<file path="src/sv/mfqs_pkg.sv">
`timescale 1ns / 1ps
`default_nettype none

package mfqs_pkg;

	localparam int TAG_W   = 8;
	localparam int NEED_W  = 16;
	localparam int TIME_W  = 32;
	localparam int SLICE_W = 8;
	localparam int LEVEL_W = 3;

	localparam logic [SLICE_W-1:0] BASE_SLICE_RESET = 8'd10;

	localparam logic OP_ARRIVE   = 1'b0;
	localparam logic OP_DISPATCH = 1'b1;

	typedef enum logic [2:0] {
		ST_IDLE     = 3'd0,
		ST_DEMOTED  = 3'd1,
		ST_FINISHED = 3'd2,
		ST_ABORTED  = 3'd3,
		ST_ACCEPTED = 3'd4,
		ST_REJECTED = 3'd5
	} status_t;

	// One entry of the task store.
	typedef struct packed {
		logic [TAG_W-1:0]  tag;
		logic [NEED_W-1:0] needed;
		logic [NEED_W-1:0] used;
		logic [TIME_W-1:0] arrival;
	} task_t;

	typedef struct packed {
		status_t            status;
		logic [TAG_W-1:0]   tag;
		logic [LEVEL_W-1:0] level;
		logic [NEED_W-1:0]  run_time;
		logic [TIME_W-1:0]  wait_total;
	} res_t;

	// Queue pointer updates requested by the sequencer.
	typedef struct packed {
		logic               pop;
		logic               push;
		logic [LEVEL_W-1:0] pop_lvl;
		logic [LEVEL_W-1:0] push_lvl;
	} lvl_cmd_t;

	typedef struct packed {
		logic               any;
		logic [LEVEL_W-1:0] top_lvl;
	} lvl_stat_t;

endpackage

`default_nettype wire

</file>
<file path="src/sv/mfqs_in_if.sv">
`timescale 1ns / 1ps
`default_nettype none

interface mfqs_in_if;
	import mfqs_pkg::*;

	logic              valid;
	logic              ready;
	logic              opcode;
	logic [TAG_W-1:0]  task_tag;
	logic [NEED_W-1:0] needed_time;

	modport source (output valid, output opcode, output task_tag, output needed_time,
		input ready);
	modport sink (input valid, input opcode, input task_tag, input needed_time,
		output ready);
endinterface

`default_nettype wire

</file>
<file path="src/sv/mfqs_out_if.sv">
`timescale 1ns / 1ps
`default_nettype none

interface mfqs_out_if;
	import mfqs_pkg::*;

	logic               valid;
	logic               ready;
	status_t            status;
	logic [TAG_W-1:0]   out_tag;
	logic [LEVEL_W-1:0] out_level;
	logic [NEED_W-1:0]  run_time;
	logic [TIME_W-1:0]  wait_total;

	modport source (output valid, output status, output out_tag, output out_level,
		output run_time, output wait_total, input ready);
	modport sink (input valid, input status, input out_tag, input out_level,
		input run_time, input wait_total, output ready);
endinterface

`default_nettype wire

</file>
<file path="src/sv/mfqs_level_ctl.sv">
`timescale 1ns / 1ps
`default_nettype none

module mfqs_level_ctl #(
	parameter int LEVELS   = 5,
	parameter int CAPACITY = 32
) (
	input  wire                                  clk,
	input  wire                                  arst_n,
	input  mfqs_pkg::lvl_cmd_t                   cmd,
	output mfqs_pkg::lvl_stat_t                  stat,
	output logic [$clog2(CAPACITY)-1:0]          top_head,
	output logic [$clog2(CAPACITY)-1:0]          push_pos
);
	import mfqs_pkg::*;

	localparam int IW  = $clog2(CAPACITY);
	localparam int CW  = $clog2(CAPACITY + 1);
	localparam int LIW = $clog2(LEVELS);

	logic [IW-1:0] head_q [LEVELS];
	logic [IW-1:0] tail_q [LEVELS];
	logic [CW-1:0] cnt_q  [LEVELS];

	logic [LIW-1:0] top_idx;

	function automatic logic [IW-1:0] wrap_inc(input logic [IW-1:0] x);
		wrap_inc = (x == IW'(CAPACITY - 1)) ? '0 : x + 1'b1;
	endfunction

	// Lowest-numbered nonempty level has priority.
	always_comb begin
		stat.any     = 1'b0;
		stat.top_lvl = '0;
		for (int i = LEVELS - 1; i >= 0; i--) begin
			if (cnt_q[i] != '0) begin
				stat.any     = 1'b1;
				stat.top_lvl = LEVEL_W'(i);
			end
		end
	end

	assign top_idx  = stat.top_lvl[LIW-1:0];
	assign top_head = head_q[top_idx];
	assign push_pos = tail_q[cmd.push_lvl[LIW-1:0]];

	always_ff @(posedge clk or negedge arst_n) begin
		if (!arst_n) begin
			for (int i = 0; i < LEVELS; i++) begin
				head_q[i] <= '0;
				tail_q[i] <= '0;
				cnt_q[i]  <= '0;
			end
		end else begin
			for (int i = 0; i < LEVELS; i++) begin
				if (cmd.pop && cmd.pop_lvl == LEVEL_W'(i)) begin
					head_q[i] <= wrap_inc(head_q[i]);
				end
				if (cmd.push && cmd.push_lvl == LEVEL_W'(i)) begin
					tail_q[i] <= wrap_inc(tail_q[i]);
				end
				if ((cmd.pop && cmd.pop_lvl == LEVEL_W'(i))
						&& !(cmd.push && cmd.push_lvl == LEVEL_W'(i))) begin
					cnt_q[i] <= cnt_q[i] - 1'b1;
				end else if (!(cmd.pop && cmd.pop_lvl == LEVEL_W'(i))
						&& (cmd.push && cmd.push_lvl == LEVEL_W'(i))) begin
					cnt_q[i] <= cnt_q[i] + 1'b1;
				end
			end
		end
	end

endmodule

`default_nettype wire

</file>
<file path="src/sv/multilevel_feedback_queue_scheduler_core.sv">
`timescale 1ns / 1ps
`default_nettype none

// Multilevel feedback queue scheduler. Each input item either enqueues a new task at
// level 0 (or rejects it if no entry is free) or dispatches one time slice of the head
// task of the highest-priority nonempty level, and produces exactly one result item.
// Task records live in a task memory of CAPACITY entries; the level queues and the list
// of recycled entries share one index memory. Both memories have registered reads and
// are accessed one after the other, which sets the item time: a dispatch reads the index
// memory, then the task memory, then writes both; an arrival may first pop a freed entry
// before writing; a rejected arrival or a dispatch with nothing queued touches neither
// memory. The result reaches the output register as the block returns to idle; input
// is taken again as soon as the result has moved there, even if it has not been taken
// yet. No clearing pass is needed after reset. base_slice must be written through
// cfg_we and cfg_wdata only while the block is idle; the block itself does not enforce
// this. Its reset value is 10.
module multilevel_feedback_queue_scheduler_core #(
	parameter int LEVELS   = 5,
	parameter int CAPACITY = 32
) (
	input  wire                              clk,
	input  wire                              arst_n,
	input  wire                              cfg_we,
	input  wire [mfqs_pkg::SLICE_W-1:0]      cfg_wdata,
	mfqs_in_if.sink                          in_ch,
	mfqs_out_if.source                       out_ch
);
	import mfqs_pkg::*;

	localparam int IW = $clog2(CAPACITY);
	localparam int CW = $clog2(CAPACITY + 1);
	localparam int RW = $clog2(LEVELS + 1);
	localparam int AW = RW + IW;
	localparam logic [RW-1:0] FREE_REGION = RW'(LEVELS);

	typedef enum logic [6:0] {
		S_IDLE   = 7'b0000001,
		S_A_POP  = 7'b0000010,
		S_A_WR   = 7'b0000100,
		S_D_IDX  = 7'b0001000,
		S_D_TASK = 7'b0010000,
		S_D_UPD  = 7'b0100000,
		S_EMIT   = 7'b1000000
	} fsm_t;

	fsm_t state_q, state_d;

	logic [SLICE_W-1:0] base_slice_q;
	logic [TIME_W-1:0]  time_q;
	logic [CW-1:0]      fresh_q;
	logic [CW-1:0]      stack_cnt_q;
	logic               out_valid_q;

	logic [TAG_W-1:0]   tag_q;
	logic [NEED_W-1:0]  need_q;
	logic [IW-1:0]      slot_q;
	logic [LEVEL_W-1:0] lvl_q;
	logic [NEED_W-1:0]  run_q;
	res_t               res_q;
	res_t               out_q;

	// Index memory: level queues in regions 0 to LEVELS-1, recycled entries above them.
	logic [IW-1:0] idx_mem_q [0:(1 << AW) - 1];
	logic [IW-1:0] imem_rdata_q;
	logic          imem_re, imem_we;
	logic [AW-1:0] imem_raddr, imem_waddr;

	task_t         task_mem_q [0:CAPACITY-1];
	task_t         task_rd_q;
	task_t         tmem_wdata;
	logic          tmem_re, tmem_we;

	lvl_cmd_t      cmd;
	lvl_stat_t     lstat;
	logic [IW-1:0] top_head, push_pos;

	logic               in_acc, out_free, free_avail;
	logic [NEED_W-1:0]  slice, remain, run_d, new_used;
	logic [TIME_W-1:0]  wait_d;
	logic               unfinished, demote;
	logic [LEVEL_W-1:0] lvl_next;
	logic [IW-1:0]      stack_top;

	mfqs_level_ctl #(
		.LEVELS   (LEVELS),
		.CAPACITY (CAPACITY)
	) u_level_ctl (
		.clk      (clk),
		.arst_n   (arst_n),
		.cmd      (cmd),
		.stat     (lstat),
		.top_head (top_head),
		.push_pos (push_pos)
	);

	assign in_acc     = in_ch.valid && in_ch.ready;
	assign out_free   = !out_valid_q || out_ch.ready;
	assign free_avail = (fresh_q != CW'(CAPACITY)) || (stack_cnt_q != '0);
	assign stack_top  = IW'(stack_cnt_q - 1'b1);

	assign slice    = NEED_W'(base_slice_q) << lvl_q;
	assign remain   = (task_rd_q.needed >= task_rd_q.used)
		? task_rd_q.needed - task_rd_q.used : '0;
	assign run_d    = (slice < remain) ? slice : remain;
	assign new_used = task_rd_q.used + run_q;
	assign unfinished = new_used < task_rd_q.needed;
	assign demote   = unfinished && (lvl_q != LEVEL_W'(LEVELS - 1));
	assign lvl_next = lvl_q + LEVEL_W'(1);
	// now + run - arrival - (used + run) reduces to the old time and old used time.
	assign wait_d   = time_q - task_rd_q.arrival - TIME_W'(task_rd_q.used);

	always_comb begin
		state_d    = state_q;
		cmd        = '0;
		imem_re    = 1'b0;
		imem_raddr = '0;
		imem_we    = 1'b0;
		imem_waddr = '0;
		tmem_re    = 1'b0;
		tmem_we    = 1'b0;
		tmem_wdata = task_rd_q;
		unique case (state_q)
			S_IDLE: begin
				if (in_acc) begin
					if (in_ch.opcode == OP_ARRIVE) begin
						if (!free_avail) begin
							state_d = S_EMIT;
						end else if (stack_cnt_q != '0) begin
							imem_re    = 1'b1;
							imem_raddr = {FREE_REGION, stack_top};
							state_d    = S_A_POP;
						end else begin
							state_d = S_A_WR;
						end
					end else if (!lstat.any) begin
						state_d = S_EMIT;
					end else begin
						imem_re     = 1'b1;
						imem_raddr  = {RW'(lstat.top_lvl), top_head};
						cmd.pop     = 1'b1;
						cmd.pop_lvl = lstat.top_lvl;
						state_d     = S_D_IDX;
					end
				end
			end
			S_A_POP: begin
				state_d = S_A_WR;
			end
			S_A_WR: begin
				tmem_we            = 1'b1;
				tmem_wdata.tag     = tag_q;
				tmem_wdata.needed  = need_q;
				tmem_wdata.used    = '0;
				tmem_wdata.arrival = time_q;
				cmd.push           = 1'b1;
				cmd.push_lvl       = '0;
				imem_we            = 1'b1;
				imem_waddr         = {RW'(0), push_pos};
				state_d            = S_EMIT;
			end
			S_D_IDX: begin
				tmem_re = 1'b1;
				state_d = S_D_TASK;
			end
			S_D_TASK: begin
				state_d = S_D_UPD;
			end
			S_D_UPD: begin
				tmem_we         = 1'b1;
				tmem_wdata.used = new_used;
				imem_we         = 1'b1;
				cmd.push_lvl    = lvl_next;
				if (demote) begin
					cmd.push   = 1'b1;
					imem_waddr = {RW'(lvl_next), push_pos};
				end else begin
					imem_waddr = {FREE_REGION, stack_cnt_q[IW-1:0]};
				end
				state_d = S_EMIT;
			end
			S_EMIT: begin
				if (out_free) begin
					state_d = S_IDLE;
				end
			end
			default: begin
				state_d = S_IDLE;
			end
		endcase
	end

	always_ff @(posedge clk) begin
		if (imem_we) begin
			idx_mem_q[imem_waddr] <= slot_q;
		end
		if (imem_re) begin
			imem_rdata_q <= idx_mem_q[imem_raddr];
		end
	end

	always_ff @(posedge clk) begin
		if (tmem_we) begin
			task_mem_q[slot_q] <= tmem_wdata;
		end
		if (tmem_re) begin
			task_rd_q <= task_mem_q[imem_rdata_q];
		end
	end

	always_ff @(posedge clk or negedge arst_n) begin
		if (!arst_n) begin
			state_q      <= S_IDLE;
			base_slice_q <= BASE_SLICE_RESET;
			time_q       <= '0;
			fresh_q      <= '0;
			stack_cnt_q  <= '0;
			out_valid_q  <= 1'b0;
		end else begin
			state_q <= state_d;
			if (cfg_we) begin
				base_slice_q <= cfg_wdata;
			end
			if (out_valid_q && out_ch.ready && state_q != S_EMIT) begin
				out_valid_q <= 1'b0;
			end
			unique case (state_q)
				S_IDLE: begin
					if (in_acc && in_ch.opcode == OP_ARRIVE && free_avail) begin
						if (stack_cnt_q != '0) begin
							stack_cnt_q <= stack_cnt_q - 1'b1;
						end else begin
							fresh_q <= fresh_q + 1'b1;
						end
					end
				end
				S_D_UPD: begin
					time_q <= time_q + TIME_W'(run_q);
					if (!demote) begin
						stack_cnt_q <= stack_cnt_q + 1'b1;
					end
				end
				S_EMIT: begin
					if (out_free) begin
						out_valid_q <= 1'b1;
					end
				end
				default: begin
				end
			endcase
		end
	end

	always_ff @(posedge clk) begin
		unique case (state_q)
			S_IDLE: begin
				if (in_acc) begin
					tag_q  <= in_ch.task_tag;
					need_q <= in_ch.needed_time;
					lvl_q  <= lstat.top_lvl;
					slot_q <= fresh_q[IW-1:0];
					res_q  <= '{
						status:     (in_ch.opcode == OP_ARRIVE) ? ST_REJECTED : ST_IDLE,
						tag:        (in_ch.opcode == OP_ARRIVE) ? in_ch.task_tag : '0,
						level:      '0,
						run_time:   '0,
						wait_total: '0
					};
				end
			end
			S_A_POP: begin
				slot_q <= imem_rdata_q;
			end
			S_A_WR: begin
				res_q <= '{
					status:     ST_ACCEPTED,
					tag:        tag_q,
					level:      '0,
					run_time:   '0,
					wait_total: '0
				};
			end
			S_D_IDX: begin
				slot_q <= imem_rdata_q;
			end
			S_D_TASK: begin
				run_q <= run_d;
			end
			S_D_UPD: begin
				res_q <= '{
					status:     demote ? ST_DEMOTED
						: (unfinished ? ST_ABORTED : ST_FINISHED),
					tag:        task_rd_q.tag,
					level:      lvl_q,
					run_time:   run_q,
					wait_total: demote ? '0 : wait_d
				};
			end
			S_EMIT: begin
				if (out_free) begin
					out_q <= res_q;
				end
			end
			default: begin
			end
		endcase
	end

	assign in_ch.ready       = (state_q == S_IDLE);
	assign out_ch.valid      = out_valid_q;
	assign out_ch.status     = out_q.status;
	assign out_ch.out_tag    = out_q.tag;
	assign out_ch.out_level  = out_q.level;
	assign out_ch.run_time   = out_q.run_time;
	assign out_ch.wait_total = out_q.wait_total;

endmodule

`default_nettype wire
</file>
<file path="src/flat_wrapper.sv">
// flat-port wrapper written by rule: the top's interface ports become plain ports
module multilevel_feedback_queue_scheduler_core_flat import mfqs_pkg::*;
#(
	parameter int LEVELS   = 5,
	parameter int CAPACITY = 32
)
  (clk, arst_n, cfg_we, cfg_wdata, in_ch_valid, in_ch_opcode, in_ch_task_tag, in_ch_needed_time, in_ch_ready, out_ch_valid, out_ch_status, out_ch_out_tag, out_ch_out_level, out_ch_run_time, out_ch_wait_total, out_ch_ready);
  mfqs_in_if in_ch_i ();
  mfqs_out_if out_ch_i ();
  input  wire clk;
  input  wire arst_n;
  input  wire cfg_we;
  input  wire [mfqs_pkg::SLICE_W-1:0] cfg_wdata;
  input wire logic [$bits(in_ch_i.valid)-1:0] in_ch_valid;
  input wire logic [$bits(in_ch_i.opcode)-1:0] in_ch_opcode;
  input wire logic [$bits(in_ch_i.task_tag)-1:0] in_ch_task_tag;
  input wire logic [$bits(in_ch_i.needed_time)-1:0] in_ch_needed_time;
  output wire logic [$bits(in_ch_i.ready)-1:0] in_ch_ready;
  output wire logic [$bits(out_ch_i.valid)-1:0] out_ch_valid;
  output wire logic [$bits(out_ch_i.status)-1:0] out_ch_status;
  output wire logic [$bits(out_ch_i.out_tag)-1:0] out_ch_out_tag;
  output wire logic [$bits(out_ch_i.out_level)-1:0] out_ch_out_level;
  output wire logic [$bits(out_ch_i.run_time)-1:0] out_ch_run_time;
  output wire logic [$bits(out_ch_i.wait_total)-1:0] out_ch_wait_total;
  input wire logic [$bits(out_ch_i.ready)-1:0] out_ch_ready;
  assign in_ch_i.valid = in_ch_valid;
  assign in_ch_i.opcode = in_ch_opcode;
  assign in_ch_i.task_tag = in_ch_task_tag;
  assign in_ch_i.needed_time = in_ch_needed_time;
  assign in_ch_ready = in_ch_i.ready;
  assign out_ch_valid = out_ch_i.valid;
  assign out_ch_status = out_ch_i.status;
  assign out_ch_out_tag = out_ch_i.out_tag;
  assign out_ch_out_level = out_ch_i.out_level;
  assign out_ch_run_time = out_ch_i.run_time;
  assign out_ch_wait_total = out_ch_i.wait_total;
  assign out_ch_i.ready = out_ch_ready;
  multilevel_feedback_queue_scheduler_core #(.LEVELS(LEVELS), .CAPACITY(CAPACITY)) u_core (.clk(clk), .arst_n(arst_n), .cfg_we(cfg_we), .cfg_wdata(cfg_wdata), .in_ch(in_ch_i), .out_ch(out_ch_i));
endmodule
</file>
<file path="config.mk">
export PLATFORM = sky130hd
export DESIGN_NAME = multilevel_feedback_queue_scheduler_core_flat
export DESIGN_NICKNAME = d
export VERILOG_FILES = /design/src/sv/mfqs_pkg.sv /design/src/sv/mfqs_in_if.sv /design/src/sv/mfqs_out_if.sv /design/src/sv/mfqs_level_ctl.sv /design/src/sv/multilevel_feedback_queue_scheduler_core.sv /design/src/flat_wrapper.sv
export SDC_FILE = /design/constraint.sdc
export NUM_CORES = 2
export LEC_CHECK = 0
export BUFFER_PORTS_ARGS = -buffer_cell sky130_fd_sc_hd__buf_4
export CAP_MARGIN = 0
export CORE_ASPECT_RATIO = 1.5
export CORE_UTILIZATION = 59
export CTS_BUF_LIST = sky130_fd_sc_hd__clkbuf_4
export DETAILED_ROUTE_END_ITERATION = 7
export PLACE_DENSITY_LB_ADDON = 0.3
export SYNTH_ARGS = -nofsm -noshare
export SYNTH_HDL_FRONTEND = slang
export SYNTH_SLANG_ARGS = --single-unit
export TNS_END_PERCENT = 20
</file>
<file path="constraint.sdc">
create_clock -name clk -period 8.6 [get_ports clk]
set_clock_uncertainty 0.15 [all_clocks]
set_input_delay 0.86 -clock clk [delete_from_list [all_inputs] [get_ports clk]]
set_output_delay 0.86 -clock clk [all_outputs]
set_load 0.005 [all_outputs]
</file>
==> impl_metrics.yaml <==
status:
  outcome: "finished clean"
logic_synthesis:
  ys_seq_elements: 3653
  syn_nets: 8301
  synth_top_family_by_area: "multiplexers"
  postSynthAreaPerCell_um2: 18.4
  yosys_warnings: 0
  synth_compound_area_share_pct: 3.82
  async_flop_share_pct: 3.83
  synth_xor_area_share_pct: 0.728
  seq_area_frac_synth_pct: 73.6
  ys.flop_type: "edfxtp_1"
  yosys.area_share.simple_pct: 4.43
  synth_edf_count: 3513
  netlist-cell-type-count: 91
  synth_fa_ha_area_share_pct: 1.81
  synthMuxAreaShare_pct: 13.9
  syn-cell-area_um2: 148000
  synthCells: 8063
worst_setup_path:
  critPathMaxFanout: 16
  crit_buf_inv: 3
  path_class: "flop to flop"
  cp_common_cell: "a21oi_1"
  slowest_stage: "nor2_1"
  crit_arrival_ns: 8.51
  cpPeakStageDelay_ns: 0.65
  crit_family: "compound AO/OA/AOI/OAI gates"
  cp.required_ns: 9.49
  end_kind: "flop"
  critPathLaunchType: "flop"
cts:
  cts_resized: 0
  clk_latency_ns: 1.46
  htree_levels: 6
  postCtsHoldBufs: 69
  cts_num_sinks: 3653
  root_buffer: "clkbuf_4"
  cts_tree: "built"
  cts_made_buffers: 798
  path_clk_slew_ns: 0.07
  clk_path_buf_depth: 4
  cts_setup_buffers: 0
drt:
  drcViolationCount: 0
  wl_met1_mm: 138
  first_pass_iters: 6
  totalWireLength_mm: 400
  ant_nets: 0
  wl_met2_mm: 193
  maxUsedRoutingLayer: "met5"
  wl_met3_mm: 48.8
  routedWlPerCell_um: 31.4
  num_vias: 83940
  vias_per_cell: 6.59
  drt_iter0_drc: 11147
cells_and_area:
  layout.nets: 9091
  final-seq-area_um2: 109000
  finalInstanceArea_um2: 164000
  fillCellCount: 16568
  final_core_util_pct: 66.0
  area_delta_synth_final_pct: 11.0
  drive_above_1_share_pct: 27.1
  instances_no_fill: 12735
  multi_input_comb_area_um2: 37200
pwr:
  power_switching_share_pct: 31.0
  power_switching_mw: 14.9
  max-vdd-ir-drop_uv: 302
  leakage_nw: 55.3
  finalPower_mw: 48.1
  pwr-share-seq_pct: 45.5
  pwr_density_cell_nw_per_um2: 293
  internal_power_mw: 33.2
  clkPwrFrac_pct: 27.3
  p_comb_share_pct: 27.2
timing:
  relSlewSlack_pct: 0.996
  finalWorstSetupSlack_ns: 0.977
  max_freq_mhz: 131
  worst_pin_slew_ns: 1.49
  fin_crit_sh_pct: 88.6
  grt_setup_unrepaired: "no"
  min_period_ns: 7.62
  hold_viol_final: 0
  tns_ns: 0
  setup_viol: 0
  whs_ns: 0.181
  drv_slew: 0
place:
  place_inst: 11261
  io_buffers: 101
  dpl_cell_area_um2: 154000
  place_congestion: 0.946
  place.detailed.hpwl_mm: 223
  dp_slack_ns: 1.19
global_routing:
  grt_usage_pct: 31.5
  grt_max_degree: 201
  grt_pass1_wl_mm: 568
  grt_pass1_vias: 84391
  antenna_found_initial: 21
  grt.overflow.total: 0
floorplanning:
  num_rows: 224
  die_w_um: 411
  core-area_um2: 249000
  die_area_um2: 253000
  start_util_pct: 59.5
  ios: 102
  dieHeight_um: 616
min_path:
  holdCritPathClass: "input pin to flop"
flow_run:
  drv_cap: 0
cells in the mapped netlist, types with 51 or more instances:
| cell | instances | area (µm²) |
|---|---|---|
| nand2_1 | 739 | 2770 |
| nor2_1 | 351 | 1320 |
| ha_1 | 176 | 2200 |
| a21o_1 | 54 | 405 |
| xnor2_1 | 84 | 736 |
| edfxtp_1 | 3513 | 105000 |
| o22ai_1 | 104 | 651 |
| mux4_2 | 720 | 16200 |
| a21oi_1 | 163 | 816 |
| nor3_1 | 72 | 360 |
| o21ai_0 | 240 | 1200 |
| mux2_2 | 185 | 2080 |
| inv_1 | 192 | 721 |
| buf_1 | 74 | 278 |
| mux2i_1 | 232 | 2320 |
| buf_2 | 61 | 305 |
| nand3_1 | 84 | 420 |
| clkbuf_1 | 242 | 908 |
| and3_1 | 51 | 319 |
| dfrtp_1 | 137 | 3430 |
worst paths after layout:
kind	to	startpoint	cells past startpoint	slack, ns
worst max-delay path	u_core.idx_mem_q[128][2]	u_core.task_rd_q[32]	25	0.98
worst min-delay path	u_core.res_q[52]	in_ch_task_tag[1]	4	0.18
worst max register to register	u_core.idx_mem_q[128][2]	u_core.task_rd_q[32]	25	0.98
worst min register to register	u_core.out_ch.wait_total[5]	u_core.res_q[5]	0	0.26
max in group asynchronous	u_core.u_level_ctl.head_q[18]	arst_n	4	6.94
min in group asynchronous	u_core.u_level_ctl.cnt_q[2]	arst_n	4	0.49
cells in the final DEF, fill, tap and decap left out, types with 28 or more instances in the layout:
master         count
o21ai_0          179
nor2_4            34
mux4_2           720
mux2_2           185
xor2_1            39
clkinv_1         199
o21ai_1           28
clkinv_2          56
nor3_1            71
a21oi_1          161
edfxtp_1        3513
buf_4            303
mux2i_1          232
o22ai_1          102
xnor2_1           84
a221oi_1          39
nand2b_1          28
o21ai_2           42
nand2_1          737
clkbuf_4        1098
and3_1            50
dlygate4sd3_1     68
dfrtp_1          137
a221o_1           34
a21o_1            54
nand3_1           83
nor2_1           316
ha_1             176
inv_1            191
flip-flops by register name, summed over array words and instances (netlist names), 3 cells and up:
signal,flops
u_core.u_level_ctl.head_q,25
u_core.tag_q,8
u_core.task_mem_q,2304
u_core.run_q,16
u_core.res_q,62
u_core.lvl_q,3
u_core.slot_q,5
u_core.state_q,7
u_core.need_q,16
u_core.imem_rdata_q,5
u_core.out_ch.out_level,3
u_core.stack_cnt_q,6
u_core.u_level_ctl.tail_q,25
u_core.out_ch.status,3
u_core.u_level_ctl.cnt_q,30
u_core.out_ch.out_tag,8
u_core.idx_mem_q,960
u_core.out_ch.wait_total,32
u_core.base_slice_q,8
u_core.out_ch.run_time,16
u_core.fresh_q,6
u_core.task_rd_q,72
u_core.time_q,32
power groups by stage:
stage / combinational [mW] / clock (mW) / sequential, mW
4_1_cts: 13.0 / 13.3 / 21.8
3_5_place_dp: 13.0 / 0 / 22.2
5_1_grt: 13.8 / 14.1 / 21.9
3_3_place_gp: 12.8 / 0 / 22.2
6_report: 13.1 / 13.1 / 21.9
2_1_floorplan: 8.64 / 0 / 22.2
layout make-up:
class / instances / share of cell area, %
Sequential cell: 3653 / 66.3
Multi-Input combinational cell: 3815 / 22.6
Clock buffer: 1098 / 5.02
Tap cell: 3277 / 2.49
Timing Repair Buffer: 390 / 2.03
Clock inverter: 299 / 1.07
Inverter: 195 / 0.445
Antenna cell: 8 / 0.0122
routing by layer:
| layer | up-vias | GRT usage [%] |
|---|---|---|
| met4 | 14 | 14.4 |
| met1 | 42503 | 41.2 |
| met3 | 1082 | 7.73 |
| met2 | 5990 | 50.3 |
| li1 | 34351 | - |
| met5 | - | 0 |
worst register-to-register path: cells and delay by family (launching register included):
family	cells	cell delay, ns
XOR/XNOR	1	0.18
flip-flops	1	0.43
buffers and inverters	3	0.89
AO/OA/AOI/OAI	12	2.45
adder cells (fa/ha/maj)	3	0.98
AND/OR/NAND/NOR	6	2.13
cells by family (layout without fill, tap and decap cells):
| group | after synthesis | count (layout) |
|---|---|---|
| AOI/OAI and AO/OA | 866 | 866 |
| xor gates and xnor gates | 123 | 123 |
| adders and majority gates | 200 | 200 |
| buffers and inverters | 595 | 1982 |
| DFF | 3653 | 3653 |
| muxes | 1137 | 1137 |
| other | 1 | 9 |
| and+or+nand+nor | 1488 | 1488 |
Power figures use the tool's default switching activity.
